===== config.mk =====
export PLATFORM = sky130hd
export DESIGN_NAME = morse_character_encoder_core
export DESIGN_NICKNAME = d
export VERILOG_FILES = /design/src/hdl/mce_pkg.sv /design/src/hdl/mce_dp.sv /design/src/hdl/mce_ctrl.sv /design/src/hdl/morse_character_encoder_core.sv
export SDC_FILE = /design/constraint.sdc
export NUM_CORES = 1
export LEC_CHECK = 0
export BUFFER_PORTS_ARGS = -buffer_cell sky130_fd_sc_hd__clkbuf_2
export CORE_ASPECT_RATIO = 0.75
export CORE_MARGIN = 4
export CORE_UTILIZATION = 48
export DETAILED_ROUTE_END_ITERATION = 16
export PLACE_DENSITY = 0.74
export SLEW_MARGIN = 10
export SYNTH_ARGS = -nofsm -noshare
export SYNTH_HDL_FRONTEND = slang
export SYNTH_SLANG_ARGS = --single-unit

===== constraint.sdc =====
create_clock -name aclk -period 3.9 [get_ports aclk]
set_input_delay 0 -clock aclk [delete_from_list [all_inputs] [get_ports aclk]]
set_output_delay 0 -clock aclk [all_outputs]
set_load 0.005 [all_outputs]

===== src/hdl/mce_pkg.sv =====
// ----------------------------------------------------------------------------
// mce_pkg
// Shared types, constants and the symbol table of the Morse character encoder.
// ----------------------------------------------------------------------------
package mce_pkg;

    localparam int CharW   = 8;
    localparam int TimeW   = 10;
    localparam int DivW    = 16;
    localparam int CfgIdxW = 3;
    localparam int CfgW    = 16;
    localparam int LenW    = 3;
    localparam int MaxElem = 5;
    localparam int TdataW  = 32;
    localparam int NumSym  = 36;
    localparam int SymIdxW = 6;

    localparam logic [TimeW-1:0] DotTimeRst    = 10'd150;
    localparam logic [TimeW-1:0] DashTimeRst   = 10'd350;
    localparam logic [TimeW-1:0] ElemGapRst    = 10'd500;
    localparam logic [TimeW-1:0] CharGapRst    = 10'd750;
    localparam logic [DivW-1:0]  ToneDivRst    = 16'd2711;

    localparam logic [CharW-1:0] ChDigit0 = 8'h30;
    localparam logic [CharW-1:0] ChDigit9 = 8'h39;
    localparam logic [CharW-1:0] ChLowA   = 8'h61;
    localparam logic [CharW-1:0] ChLowZ   = 8'h7a;
    localparam logic [CharW-1:0] ChUpA    = 8'h41;
    localparam logic [CharW-1:0] ChUpZ    = 8'h5a;
    localparam logic [SymIdxW-1:0] DigitBase = 6'd26;

    typedef enum logic [CfgIdxW-1:0] {
        REG_DOT_TIME  = 3'd0,
        REG_DASH_TIME = 3'd1,
        REG_ELEM_GAP  = 3'd2,
        REG_CHAR_GAP  = 3'd3,
        REG_TONE_DIV  = 3'd4
    } cfg_reg_t;

    typedef enum logic [1:0] {
        ST_IDLE = 2'd0,
        ST_TONE = 2'd1,
        ST_GAP  = 2'd2,
        ST_LAST = 2'd3
    } state_t;

    typedef enum logic [1:0] {
        SEG_TONE = 2'd0,
        SEG_GAP  = 2'd1,
        SEG_LAST = 2'd2
    } seg_kind_t;

    typedef struct packed {
        logic      load;
        logic      advance;
        seg_kind_t seg;
    } cmd_t;

    typedef struct packed {
        logic char_ok;
        logic last_elem;
    } stat_t;

    typedef struct packed {
        logic                ok;
        logic [LenW-1:0]     len;
        logic [MaxElem-1:0]  pattern;
    } sym_t;

    // entries 0..25 are letters, 26..35 digits; element i of n is bit n-1-i, 1 = dash
    localparam logic [LenW-1:0] SymLen [NumSym] = '{
        3'd2, 3'd4, 3'd4, 3'd3, 3'd1, 3'd4, 3'd3, 3'd4, 3'd2, 3'd4, 3'd3, 3'd4,
        3'd2, 3'd2, 3'd3, 3'd4, 3'd4, 3'd3, 3'd3, 3'd1, 3'd3, 3'd4, 3'd3, 3'd4,
        3'd4, 3'd4,
        3'd5, 3'd5, 3'd5, 3'd5, 3'd5, 3'd5, 3'd5, 3'd5, 3'd5, 3'd5
    };
    localparam logic [MaxElem-1:0] SymBits [NumSym] = '{
        5'd1, 5'd8, 5'd10, 5'd4, 5'd0, 5'd2, 5'd6, 5'd0, 5'd0, 5'd7, 5'd5, 5'd4,
        5'd3, 5'd2, 5'd7, 5'd6, 5'd13, 5'd2, 5'd0, 5'd1, 5'd1, 5'd1, 5'd3, 5'd9,
        5'd11, 5'd12,
        5'd31, 5'd15, 5'd7, 5'd3, 5'd1, 5'd0, 5'd16, 5'd24, 5'd28, 5'd30
    };

    // pattern comes back left aligned so the first element sits in the top bit
    function automatic sym_t sym_lookup(input logic [CharW-1:0] ch);
        sym_t               r;
        logic [SymIdxW-1:0] idx;
        r   = '0;
        idx = '0;
        r.ok = 1'b1;
        if (ch >= ChDigit0 && ch <= ChDigit9) begin
            idx = SymIdxW'(ch - ChDigit0) + DigitBase;
        end else if (ch >= ChLowA && ch <= ChLowZ) begin
            idx = SymIdxW'(ch - ChLowA);
        end else if (ch >= ChUpA && ch <= ChUpZ) begin
            idx = SymIdxW'(ch - ChUpA);
        end else begin
            r.ok = 1'b0;
        end
        r.len     = SymLen[idx];
        r.pattern = MaxElem'(SymBits[idx] << (LenW'(MaxElem) - SymLen[idx]));
        return r;
    endfunction

endpackage


===== src/hdl/mce_dp.sv =====
// ----------------------------------------------------------------------------
// mce_dp
// Datapath: timing registers, symbol decode, element shifter and segment mux.
// ----------------------------------------------------------------------------
module mce_dp import mce_pkg::*; (
    input  logic                 aclk,
    input  logic                 aresetn,
    input  logic                 cfg_we,
    input  logic [CfgIdxW-1:0]   cfg_index,
    input  logic [CfgW-1:0]      cfg_wdata,
    input  logic [CharW-1:0]     character,
    input  cmd_t                 cmd,
    output stat_t                stat,
    output logic                 tone_on,
    output logic [TimeW-1:0]     duration,
    output logic [DivW-1:0]      pitch_divisor,
    output logic                 last_segment
);

    logic [TimeW-1:0]   dot_time_reg;
    logic [TimeW-1:0]   dash_time_reg;
    logic [TimeW-1:0]   elem_gap_reg;
    logic [TimeW-1:0]   char_gap_reg;
    logic [DivW-1:0]    tone_div_reg;
    logic [MaxElem-1:0] pattern_reg;
    logic [MaxElem-1:0] pattern_next;
    logic [LenW-1:0]    count_reg;
    logic [LenW-1:0]    count_next;
    sym_t               sym;

    always_ff @(posedge aclk) begin
        if (!aresetn) begin
            dot_time_reg  <= DotTimeRst;
            dash_time_reg <= DashTimeRst;
            elem_gap_reg  <= ElemGapRst;
            char_gap_reg  <= CharGapRst;
            tone_div_reg  <= ToneDivRst;
        end else if (cfg_we) begin
            unique case (cfg_index)
                REG_DOT_TIME:  dot_time_reg  <= cfg_wdata[TimeW-1:0];
                REG_DASH_TIME: dash_time_reg <= cfg_wdata[TimeW-1:0];
                REG_ELEM_GAP:  elem_gap_reg  <= cfg_wdata[TimeW-1:0];
                REG_CHAR_GAP:  char_gap_reg  <= cfg_wdata[TimeW-1:0];
                REG_TONE_DIV:  tone_div_reg  <= cfg_wdata[DivW-1:0];
                default: ;
            endcase
        end
    end

    assign sym = sym_lookup(character);

    always_comb begin
        pattern_next = pattern_reg;
        count_next   = count_reg;
        if (cmd.load) begin
            pattern_next = sym.pattern;
            count_next   = sym.len;
        end else if (cmd.advance) begin
            pattern_next = {pattern_reg[MaxElem-2:0], 1'b0};
            count_next   = count_reg - 1'b1;
        end
    end

    always_ff @(posedge aclk) begin
        pattern_reg <= pattern_next;
        count_reg   <= count_next;
    end

    assign stat.char_ok   = sym.ok;
    assign stat.last_elem = (count_reg == LenW'(1));

    always_comb begin
        tone_on       = 1'b0;
        duration      = elem_gap_reg;
        pitch_divisor = '0;
        last_segment  = 1'b0;
        unique case (cmd.seg)
            SEG_TONE: begin
                tone_on       = 1'b1;
                duration      = pattern_reg[MaxElem-1] ? dash_time_reg : dot_time_reg;
                pitch_divisor = tone_div_reg;
            end
            SEG_GAP: begin
                duration = elem_gap_reg;
            end
            SEG_LAST: begin
                duration     = char_gap_reg;
                last_segment = 1'b1;
            end
            default: ;
        endcase
    end

endmodule


===== src/hdl/mce_ctrl.sv =====
// ----------------------------------------------------------------------------
// mce_ctrl
// Controller: walks tone and gap segments of one character, then the char gap.
// ----------------------------------------------------------------------------
module mce_ctrl import mce_pkg::*; (
    input  logic  aclk,
    input  logic  aresetn,
    input  logic  s_tvalid,
    output logic  s_tready,
    output logic  m_tvalid,
    input  logic  m_tready,
    input  stat_t stat,
    output cmd_t  cmd
);

    state_t state_reg;
    state_t state_next;

    always_ff @(posedge aclk) begin
        if (!aresetn) begin
            state_reg <= ST_IDLE;
        end else begin
            state_reg <= state_next;
        end
    end

    always_comb begin
        state_next = state_reg;
        unique case (state_reg)
            ST_IDLE: begin
                // unsupported characters are taken and dropped
                if (s_tvalid && stat.char_ok) begin
                    state_next = ST_TONE;
                end
            end
            ST_TONE: begin
                if (m_tready) begin
                    state_next = ST_GAP;
                end
            end
            ST_GAP: begin
                if (m_tready) begin
                    state_next = stat.last_elem ? ST_LAST : ST_TONE;
                end
            end
            ST_LAST: begin
                if (m_tready) begin
                    state_next = ST_IDLE;
                end
            end
            default: state_next = ST_IDLE;
        endcase
    end

    always_comb begin
        s_tready    = 1'b0;
        m_tvalid    = 1'b0;
        cmd.load    = 1'b0;
        cmd.advance = 1'b0;
        cmd.seg     = SEG_GAP;
        unique case (state_reg)
            ST_IDLE: begin
                s_tready = 1'b1;
                cmd.load = s_tvalid;
            end
            ST_TONE: begin
                m_tvalid = 1'b1;
                cmd.seg  = SEG_TONE;
            end
            ST_GAP: begin
                m_tvalid    = 1'b1;
                cmd.seg     = SEG_GAP;
                cmd.advance = m_tready;
            end
            ST_LAST: begin
                m_tvalid = 1'b1;
                cmd.seg  = SEG_LAST;
            end
            default: ;
        endcase
    end

    a_no_overlap: assert property (@(posedge aclk) disable iff (!aresetn)
        !(s_tready && m_tvalid))
        else $error("input taken while a segment is pending");

    a_last_to_idle: assert property (@(posedge aclk) disable iff (!aresetn)
        (m_tvalid && m_tready && state_reg == ST_LAST) |=> s_tready)
        else $error("controller did not return to idle after char gap");

    a_stall_holds: assert property (@(posedge aclk) disable iff (!aresetn)
        (m_tvalid && !m_tready) |=> $stable(state_reg))
        else $error("segment changed while stalled");

    a_gap_follows_tone: assert property (@(posedge aclk) disable iff (!aresetn)
        (state_reg == ST_TONE && m_tready) |=> (state_reg == ST_GAP))
        else $error("tone segment not followed by element gap");

endmodule


===== src/hdl/morse_character_encoder_core.sv =====
// ----------------------------------------------------------------------------
// morse_character_encoder_core
// ASCII character in, Morse tone and silence segments out.
// ----------------------------------------------------------------------------
// latency: first segment is presented the cycle after the character is taken
// the controller walks a tone and a gap per element of the character, then the char gap,
// and takes no new character until the char gap is accepted; m_tready low holds a segment
// unsupported characters are taken and give no segments
// reset (aresetn low, synchronous) returns to idle and reloads default timings
module morse_character_encoder_core import mce_pkg::*; (
    input  logic                aclk,
    input  logic                aresetn,
    input  logic                cfg_we,
    input  logic [CfgIdxW-1:0]  cfg_index,
    input  logic [CfgW-1:0]     cfg_wdata,
    input  logic                s_tvalid,
    output logic                s_tready,
    input  logic [CharW-1:0]    s_tdata,   // [7:0] character
    output logic                m_tvalid,
    input  logic                m_tready,
    output logic [TdataW-1:0]   m_tdata,   // [9:0] duration, [25:10] pitch_divisor
    output logic                m_tuser,   // [0] tone_on
    output logic                m_tlast    // last_segment
);

    cmd_t             cmd;
    stat_t            stat;
    logic [TimeW-1:0] duration;
    logic [DivW-1:0]  pitch_divisor;

    mce_ctrl u_ctrl (
        .aclk     (aclk),
        .aresetn  (aresetn),
        .s_tvalid (s_tvalid),
        .s_tready (s_tready),
        .m_tvalid (m_tvalid),
        .m_tready (m_tready),
        .stat     (stat),
        .cmd      (cmd)
    );

    mce_dp u_dp (
        .aclk          (aclk),
        .aresetn       (aresetn),
        .cfg_we        (cfg_we),
        .cfg_index     (cfg_index),
        .cfg_wdata     (cfg_wdata),
        .character     (s_tdata),
        .cmd           (cmd),
        .stat          (stat),
        .tone_on       (m_tuser),
        .duration      (duration),
        .pitch_divisor (pitch_divisor),
        .last_segment  (m_tlast)
    );

    assign m_tdata = {(TdataW - TimeW - DivW)'(0), pitch_divisor, duration};

endmodule

==> results of run 1 <==
## layout make-up
type / instances / area [um^2]
tap: 105 / 131
clock inverter: 6 / 56.3
fill: 709 / 3200
inverter: 10 / 37.5
timing repair buffer: 85 / 528
clock buffer: 10 / 229
multi-input combinational: 417 / 2510
sequential: 66 / 1400
## per-stage QoR
| step | worst slack (ns) | hold slack, ns | utilization |
|---|---|---|---|
| 5_1_grt | 0.265 | 0.216 | 0.605 |
| 3_5_place_dp | 0.281 | 0.229 | 0.549 |
| 4_1_cts | 0.612 | 0.184 | 0.605 |
| 2_1_floorplan | 0.281 | 0.116 | - |
| 6_report | 0.569 | 0.170 | 0.605 |
| 3_3_place_gp | 0.490 | 0.215 | 0.549 |
## cell families after synthesis
group                    Yosys count
AND/OR/NAND/NOR                  247
AO/OA/AOI/OAI                    121
flip-flops                        66
buffers and inverters             45
multiplexers                      21
adder cells (fa/ha/maj)           16
XOR/XNOR                           6
other                              1
## worst register-to-register path, stage by stage (launching register included)
cell and delay [ns]:
dfxtp_1 0.91, nor2_1 0.21, nand2_1 0.34, nor2_1 0.15, o211ai_1 0.13, o211ai_2 0.11
## worst max-delay path by stage
stage,start,to,depth (start not counted)
floorplan,s_tdata[0],u_dp.pattern_reg[3]$_DFFE_PP_,16
global placement,s_tdata[1],u_dp.pattern_reg[3]$_DFFE_PP_,15
detailed placement,s_tdata[1],u_dp.pattern_reg[3]$_DFFE_PP_,15
CTS,s_tdata[1],u_dp.pattern_reg[3]$_DFFE_PP_,15
global route,s_tdata[1],u_dp.pattern_reg[3]$_DFFE_PP_,15
finish,s_tdata[1],u_dp.pattern_reg[3]$_DFFE_PP_,15
## cells in the mapped netlist (all sizes together) (2+ instances only)
| master | count |
|---|---|
| or3 | 4 |
| buf | 13 |
| o211a | 2 |
| o21a | 2 |
| clkbuf | 22 |
| a221oi | 7 |
| nand2b | 3 |
| mux2i | 10 |
| and3 | 4 |
| a211oi | 2 |
| a211o | 3 |
| nor2 | 11 |
| nor3 | 7 |
| o311ai | 2 |
| edfxtp | 8 |
| nand3 | 39 |
| mux2 | 11 |
| nor4 | 3 |
| o211ai | 6 |
| o31ai | 4 |
| dfxtp | 58 |
| and2 | 21 |
| a31o | 2 |
| a31oi | 8 |
| o21ai | 24 |
| a311oi | 2 |
| xnor2 | 5 |
| inv | 10 |
| nand2 | 143 |
| nor2b | 5 |
| a21oi | 41 |
| ha | 16 |
| a21boi | 2 |
## where the power goes
part,internal (uW),switching (uW),total (uW),leakage (uW)
sequential,725,31.6,757,0.000551
combinational,150,213,362,0.00138
clock,490,285,776,0.000146
## routing by layer
metal,share of wire,wire length (um),up-vias,global-route usage
li1,-,-,1969,-
met5,0,0,-,0
met1,0.46,5360,1949,0.327
met3,0.075,878,27,0.0373
met2,0.45,5200,181,0.360
met4,0.020,231,0,0.0650
==> metrics.md, run 1 <==
| Metric | Value |
|---|---|
| CTS HTree Levels | 3 |
| Max Slew Vio Count | 0 |
| Maxcap violations | 0 |
| DR pass1 iterations | 5 |
| Post-CTS setup buffers | 0 |
| Worst Path Arrival | 3.38 ns |
| Final setup fails | 0 |
| Most used DFF post-synth | dfxtp_1 |
| Dpl hpwl | 8080 um |
| Netlist cell types | 74 |
| Synth Area in Compound Gates | 0.207 |
| Die Ht | 88.1 um |
| Routability cong. | 0.942 |
| Post-cts resize count | 0 |
| Worst R2R Start | u_ctrl.state_reg[1]$_SDFFE_PN0P_ |
| Area Growth Syn to Fin | 19.3% |
| Hold path endpoint | u_ctrl.state_reg[0]$_SDFFE_PN0P_ |
| Routed WL | 11700 um |
| Simple-gate share of the synthesized area | 0.282 |
| 1st-iter DRT viols | 352 |
| Worst-Skew Late Latency | 0.32 ns |
| Reg2Reg Depth | 5 |
| CORE AREA | 8090 um^2 |
| Cell Chain, Critical Path | clkbuf_2 -> inv_1 -> ha_1 -> nand2b_1 -> nor4_2 -> or3_1 -> o21ai_0 -> inv_1 -> ha_1 -> a221oi_1 -> a311oi_1 -> o32ai_1 -> nor3_1 -> o311ai_1 -> nand3_1 |
| # IOs | 68 |
| Via Count | 4126 |
| Type of the worst min-delay path | input port to register |
| CP Launch Type | input port |
| Sink Count | 66 |
| Share of the synthesized area in the top cell type | 0.283 |
| CTS tree | yes |
| Mux share of post-synthesis cell area | 0.0555 |
| Final Hold Vio Count | 0 |
| Die ar. | 10100 um^2 |
| Clock transition at path regs | 0.06 ns |
| Post-synthesis adder-cell area fraction | 0.0488 |
| Ranking of synthesized cells by area | dfxtp_1 28%, nand2_1 13%, edfxtp_1 5.9%, a21oi_1 4.9%, ha_1 4.9% |
| Reg2Reg Capture Point | u_dp.pattern_reg[4]$_DFFE_PP_ |
| Lkg Pwr | 0.00207 uW |
| Chip width | 115 um |
| Async SR Flop Fraction | 0 |
| Tightest Pin Transition | 0.925 ns |
| Placed cells | 666 |
| XOR/XNOR share of the synthesized area | 0.0128 |
| Yosys warnings | 0 |
| Worst R2R Setup Slack | 1.79 ns |
| Post-route ant nets | 0 |
| Diodes inserted | 0 |
| Gr ovfl total | 0 |
| Clock buffer depth | 2 |
| Routed WL per cell | 16.7 um |
| PwrDens | 387 nW/um^2 |
| RSZ-0062 raised after global routing | no |
| Commonest non-fill, non-tap cells in the layout | 142 x nand2_1, 61 x clkbuf_2, 58 x dfxtp_1, 40 x a21oi_1, 39 x nand3_1 |
| Finished Cell Area | 4890 um^2 |
| CP bufs+invs | 3 |
| Final Net Count | 637 |
| Placement Cell Area | 4440 um^2 |
| Worst hold path depth | 4 |
| CP endpoint kind | register |
| Initial antenna violation count | 0 |
| Share of layout cells above drive strength 1 | 0.197 |
| Max reg flops | 16 |
| IO Port Bufs | 61 |
| Skew final | 0.00679 ns |
| Total CTS buffers | 9 |
| First-pass GRT wire length | 18700 um |
| Yosys reg bits | 66 |
| Max Fanout on Critical Path | 8 |
| Initial Util | 0.507 |
| Worst EP required | 3.95 ns |
| # rows | 28 |
| Syn_area_per_cell | 7.84 um^2 |
| Most common cell after layout, fill and taps aside | nand2_1 |
| EDFF count, synth | 8 |
| Slew margin rel. | 0.382 |
| Cells after Synth | 523 |
| Synthesized area | 4100 um^2 |
| Hold buffer count at CTS | 17 |
| Worst Setup Path Type | input port to register |
| Crit-path max cell delay | 0.61 ns |
| CP top delay family | compound AO/OA/AOI/OAI gates |
| Combinational family with the most area after synthesis | simple AND/OR/NAND/NOR gates |
| Root Buffer | clkbuf_16 |
| Peak VDD IR | 0.300 mV |
| Period utilization | 0.854 |
| Seq/Total Area, Yosys | 0.342 |
| Minimum clock period | 3.33 ns |
| FMAX | 300 MHz |
| Area leader, netlist | dfxtp_1 |
| Critical path's slowest cell | o32ai_1 |
| GRT Util Overall | 0.229 |
| Largest net degree at the start of global routing | 32 |
| Drt via density | 5.90 |
| Hold path start | s_tvalid |
| Total Neg Setup Slack | 0 ns |
| Vias in the first global route | 3798 |
| PnR Total Power | 1890 uW |
| Outcome | completed |
| DRC | 0 |
| Non-filler cells, final | 699 |
Note: power is estimated with default switching activity, not from simulation.
==> run 2, diff against run 1 <==
--- a/config.mk
+++ b/config.mk
@@ -10,7 +10,7 @@
 export CORE_MARGIN = 4
 export CORE_UTILIZATION = 48
 export DETAILED_ROUTE_END_ITERATION = 16
-export PLACE_DENSITY = 0.74
+export PLACE_DENSITY = 0.72
 export SLEW_MARGIN = 10
 export SYNTH_ARGS = -nofsm -noshare
 export SYNTH_HDL_FRONTEND = slang
==> constraint.sdc (replaced) <==
create_clock -name aclk -period 3.7 [get_ports aclk]
set_input_delay 0 -clock aclk [delete_from_list [all_inputs] [get_ports aclk]]
set_output_delay 0 -clock aclk [all_outputs]
set_load 0.005 [all_outputs]
==> run 2 against run 1 <==
  * Combinational power grew 5%
  * Sequential power up 5.3%
  * Largest cell class unchanged
  * Wire length down 4.5%
  * First-iteration DRC count grew 29%
  * Register-to-register slack worse by 0.20 ns
  * Via count is 2.0% lower
  * Critical endpoint is now u_dp.pattern_reg[4]$_DFFE_PP_
==> metrics.md, run 2 (synthesized netlist as in run 1, its figures left out) <==
| Metric | Value |
|---|---|
| CORE AREA | 8090 um^2 |
| Max reg flops | 16 |
| DR pass1 iterations | 5 |
| Initial Util | 0.507 |
| Largest net degree at the start of global routing | 32 |
| Commonest non-fill, non-tap cells in the layout | 142 x nand2_1, 61 x clkbuf_2, 58 x dfxtp_1, 40 x a21oi_1, 39 x nand3_1 |
| PnR Total Power | 1980 uW |
| Period utilization | 0.918 |
| Type of the worst min-delay path | input port to register |
| Via Count | 4043 |
| Final setup fails | 0 |
| Post-route ant nets | 0 |
| Max Fanout on Critical Path | 8 |
| Post-CTS setup buffers | 0 |
| Slew margin rel. | 0.389 |
| Drt via density | 5.79 |
| Max Slew Vio Count | 0 |
| # rows | 28 |
| CP Launch Type | input port |
| # IOs | 68 |
| PwrDens | 404 nW/um^2 |
| Area Growth Syn to Fin | 19.2% |
| Sink Count | 66 |
| CP endpoint kind | register |
| Peak VDD IR | 0.238 mV |
| FMAX | 295 MHz |
| Die ar. | 10100 um^2 |
| First-pass GRT wire length | 18500 um |
| Clock transition at path regs | 0.05 ns |
| Maxcap violations | 0 |
| Skew final | 0.00630 ns |
| Worst EP required | 3.87 ns |
| CTS tree | yes |
| 1st-iter DRT viols | 453 |
| Gr ovfl total | 0 |
| Dpl hpwl | 7900 um |
| Initial antenna violation count | 0 |
| Outcome | completed |
| Total Neg Setup Slack | 0 ns |
| PnR worst setup slack | 0.305 ns |
| Clock buffer depth | 2 |
| Routability cong. | 0.945 |
| Root Buffer | clkbuf_16 |
| Worst Path Arrival | 3.56 ns |
| Fill count | 704 |
| Lkg Pwr | 0.00207 uW |
| Final Hold Vio Count | 0 |
| Worst Setup Path Type | input port to register |
| Worst-Skew Late Latency | 0.32 ns |
| Multi-input gate area | 2510 um^2 |
| Most common cell after layout, fill and taps aside | nand2_1 |
| Share of layout cells above drive strength 1 | 0.199 |
| CTS HTree Levels | 3 |
| Total CTS buffers | 9 |
| RSZ-0062 raised after global routing | no |
| Register area | 1400 um^2 |
| Routed WL | 11100 um |
| Final Net Count | 636 |
| Diodes inserted | 0 |
| DRC | 0 |
| Pre-CTS WS | 0.0950 ns |
| Die Ht | 88.1 um |
| Minimum clock period | 3.40 ns |
| Chip width | 115 um |
| IO Port Bufs | 61 |
| GRT Util Overall | 0.226 |
| Vias in the first global route | 3809 |
| Tightest Pin Transition | 0.909 ns |
| Routed WL per cell | 16.0 um |
[run 2: changes by cell type in the layout (fill, tap and decap cells not counted), sizes merged]
cell         change
clkbuf           +2
clkinv           -2
bufinv           -1
clkinvlp         +1
dlygate4sd3      -1
[run 2: per-stage QoR]
stage | area [um^2] | hold slack (ns) | utilization | std cells
floorplan | 4120 | 0.116 | - | 528
global placement | 4440 | 0.215 | 0.549 | 666
detailed placement | 4440 | 0.220 | 0.549 | 666
CTS | 4890 | 0.0000141 | 0.604 | 698
global route | 4890 | 0.000191 | 0.604 | 698
finish | 4890 | 0.00962 | 0.604 | 698
[run 2: final cells by class]
| type | instances | area share |
|---|---|---|
| sequential | 66 | 0.287 |
| clock buffer | 12 | 0.0545 |
| inverter | 10 | 0.00768 |
| timing repair buffer | 84 | 0.106 |
| clock inverter | 4 | 0.00486 |
| multi-input combinational | 417 | 0.514 |
| tap | 105 | 0.0269 |
[run 2: worst max-delay path, stage by stage]
cell and delay [ns]:
clkbuf_2 0.17, inv_1 0.13, ha_1 0.26, nand2b_1 0.13
nor4_2 0.07, or3_1 0.40, o21ai_0 0.36, inv_1 0.18
ha_1 0.29, a221oi_1 0.32, a311oi_1 0.11, o32a_2 0.46
nor4_4 0.36, o221ai_2 0.15, o211ai_2 0.15
[run 2: layer usage]
layer	vias to the layer above	global-route usage	share of wire
li1	1961	-	-
met1	1867	0.325	0.45
met2	201	0.338	0.44
met3	14	0.0608	0.097
met4	0	0.0586	0.015
met5	-	0	0
[run 2: path summary, 6_finish.rpt]
check | start | endpoint | slack (ns) | cells after the start
worst min register to register | u_dp.tone_div_reg[14]$_SDFFE_PN0P_ | u_dp.tone_div_reg[14]$_SDFFE_PN0P_ | 0.45 | 2
worst max register to register | u_ctrl.state_reg[1]$_SDFFE_PN0P_ | u_dp.pattern_reg[2]$_DFFE_PP_ | 1.59 | 2
worst min-delay path | cfg_wdata[4] | u_dp.char_gap_reg[4]$_SDFFE_PN0P_ | 0.01 | 3
worst max-delay path | s_tdata[1] | u_dp.pattern_reg[4]$_DFFE_PP_ | 0.30 | 15
[run 2: power breakdown]
group | internal, uW | switching (uW) | leakage, uW | total, uW
clock | 506 | 293 | 0.000145 | 799
sequential | 764 | 33.1 | 0.000551 | 797
combinational | 157 | 223 | 0.00137 | 380
total | 1430 | 549 | 0.00207 | 1980
[run 2: repair_timing]
| item | in CTS | in global routing |
|---|---|---|
| hold buffers | 16 | 0 |
| setup endpoints to repair | 0 | 0 |
| hold endpoints to repair | 49 | 0 |
| resized for setup | 0 | 0 |
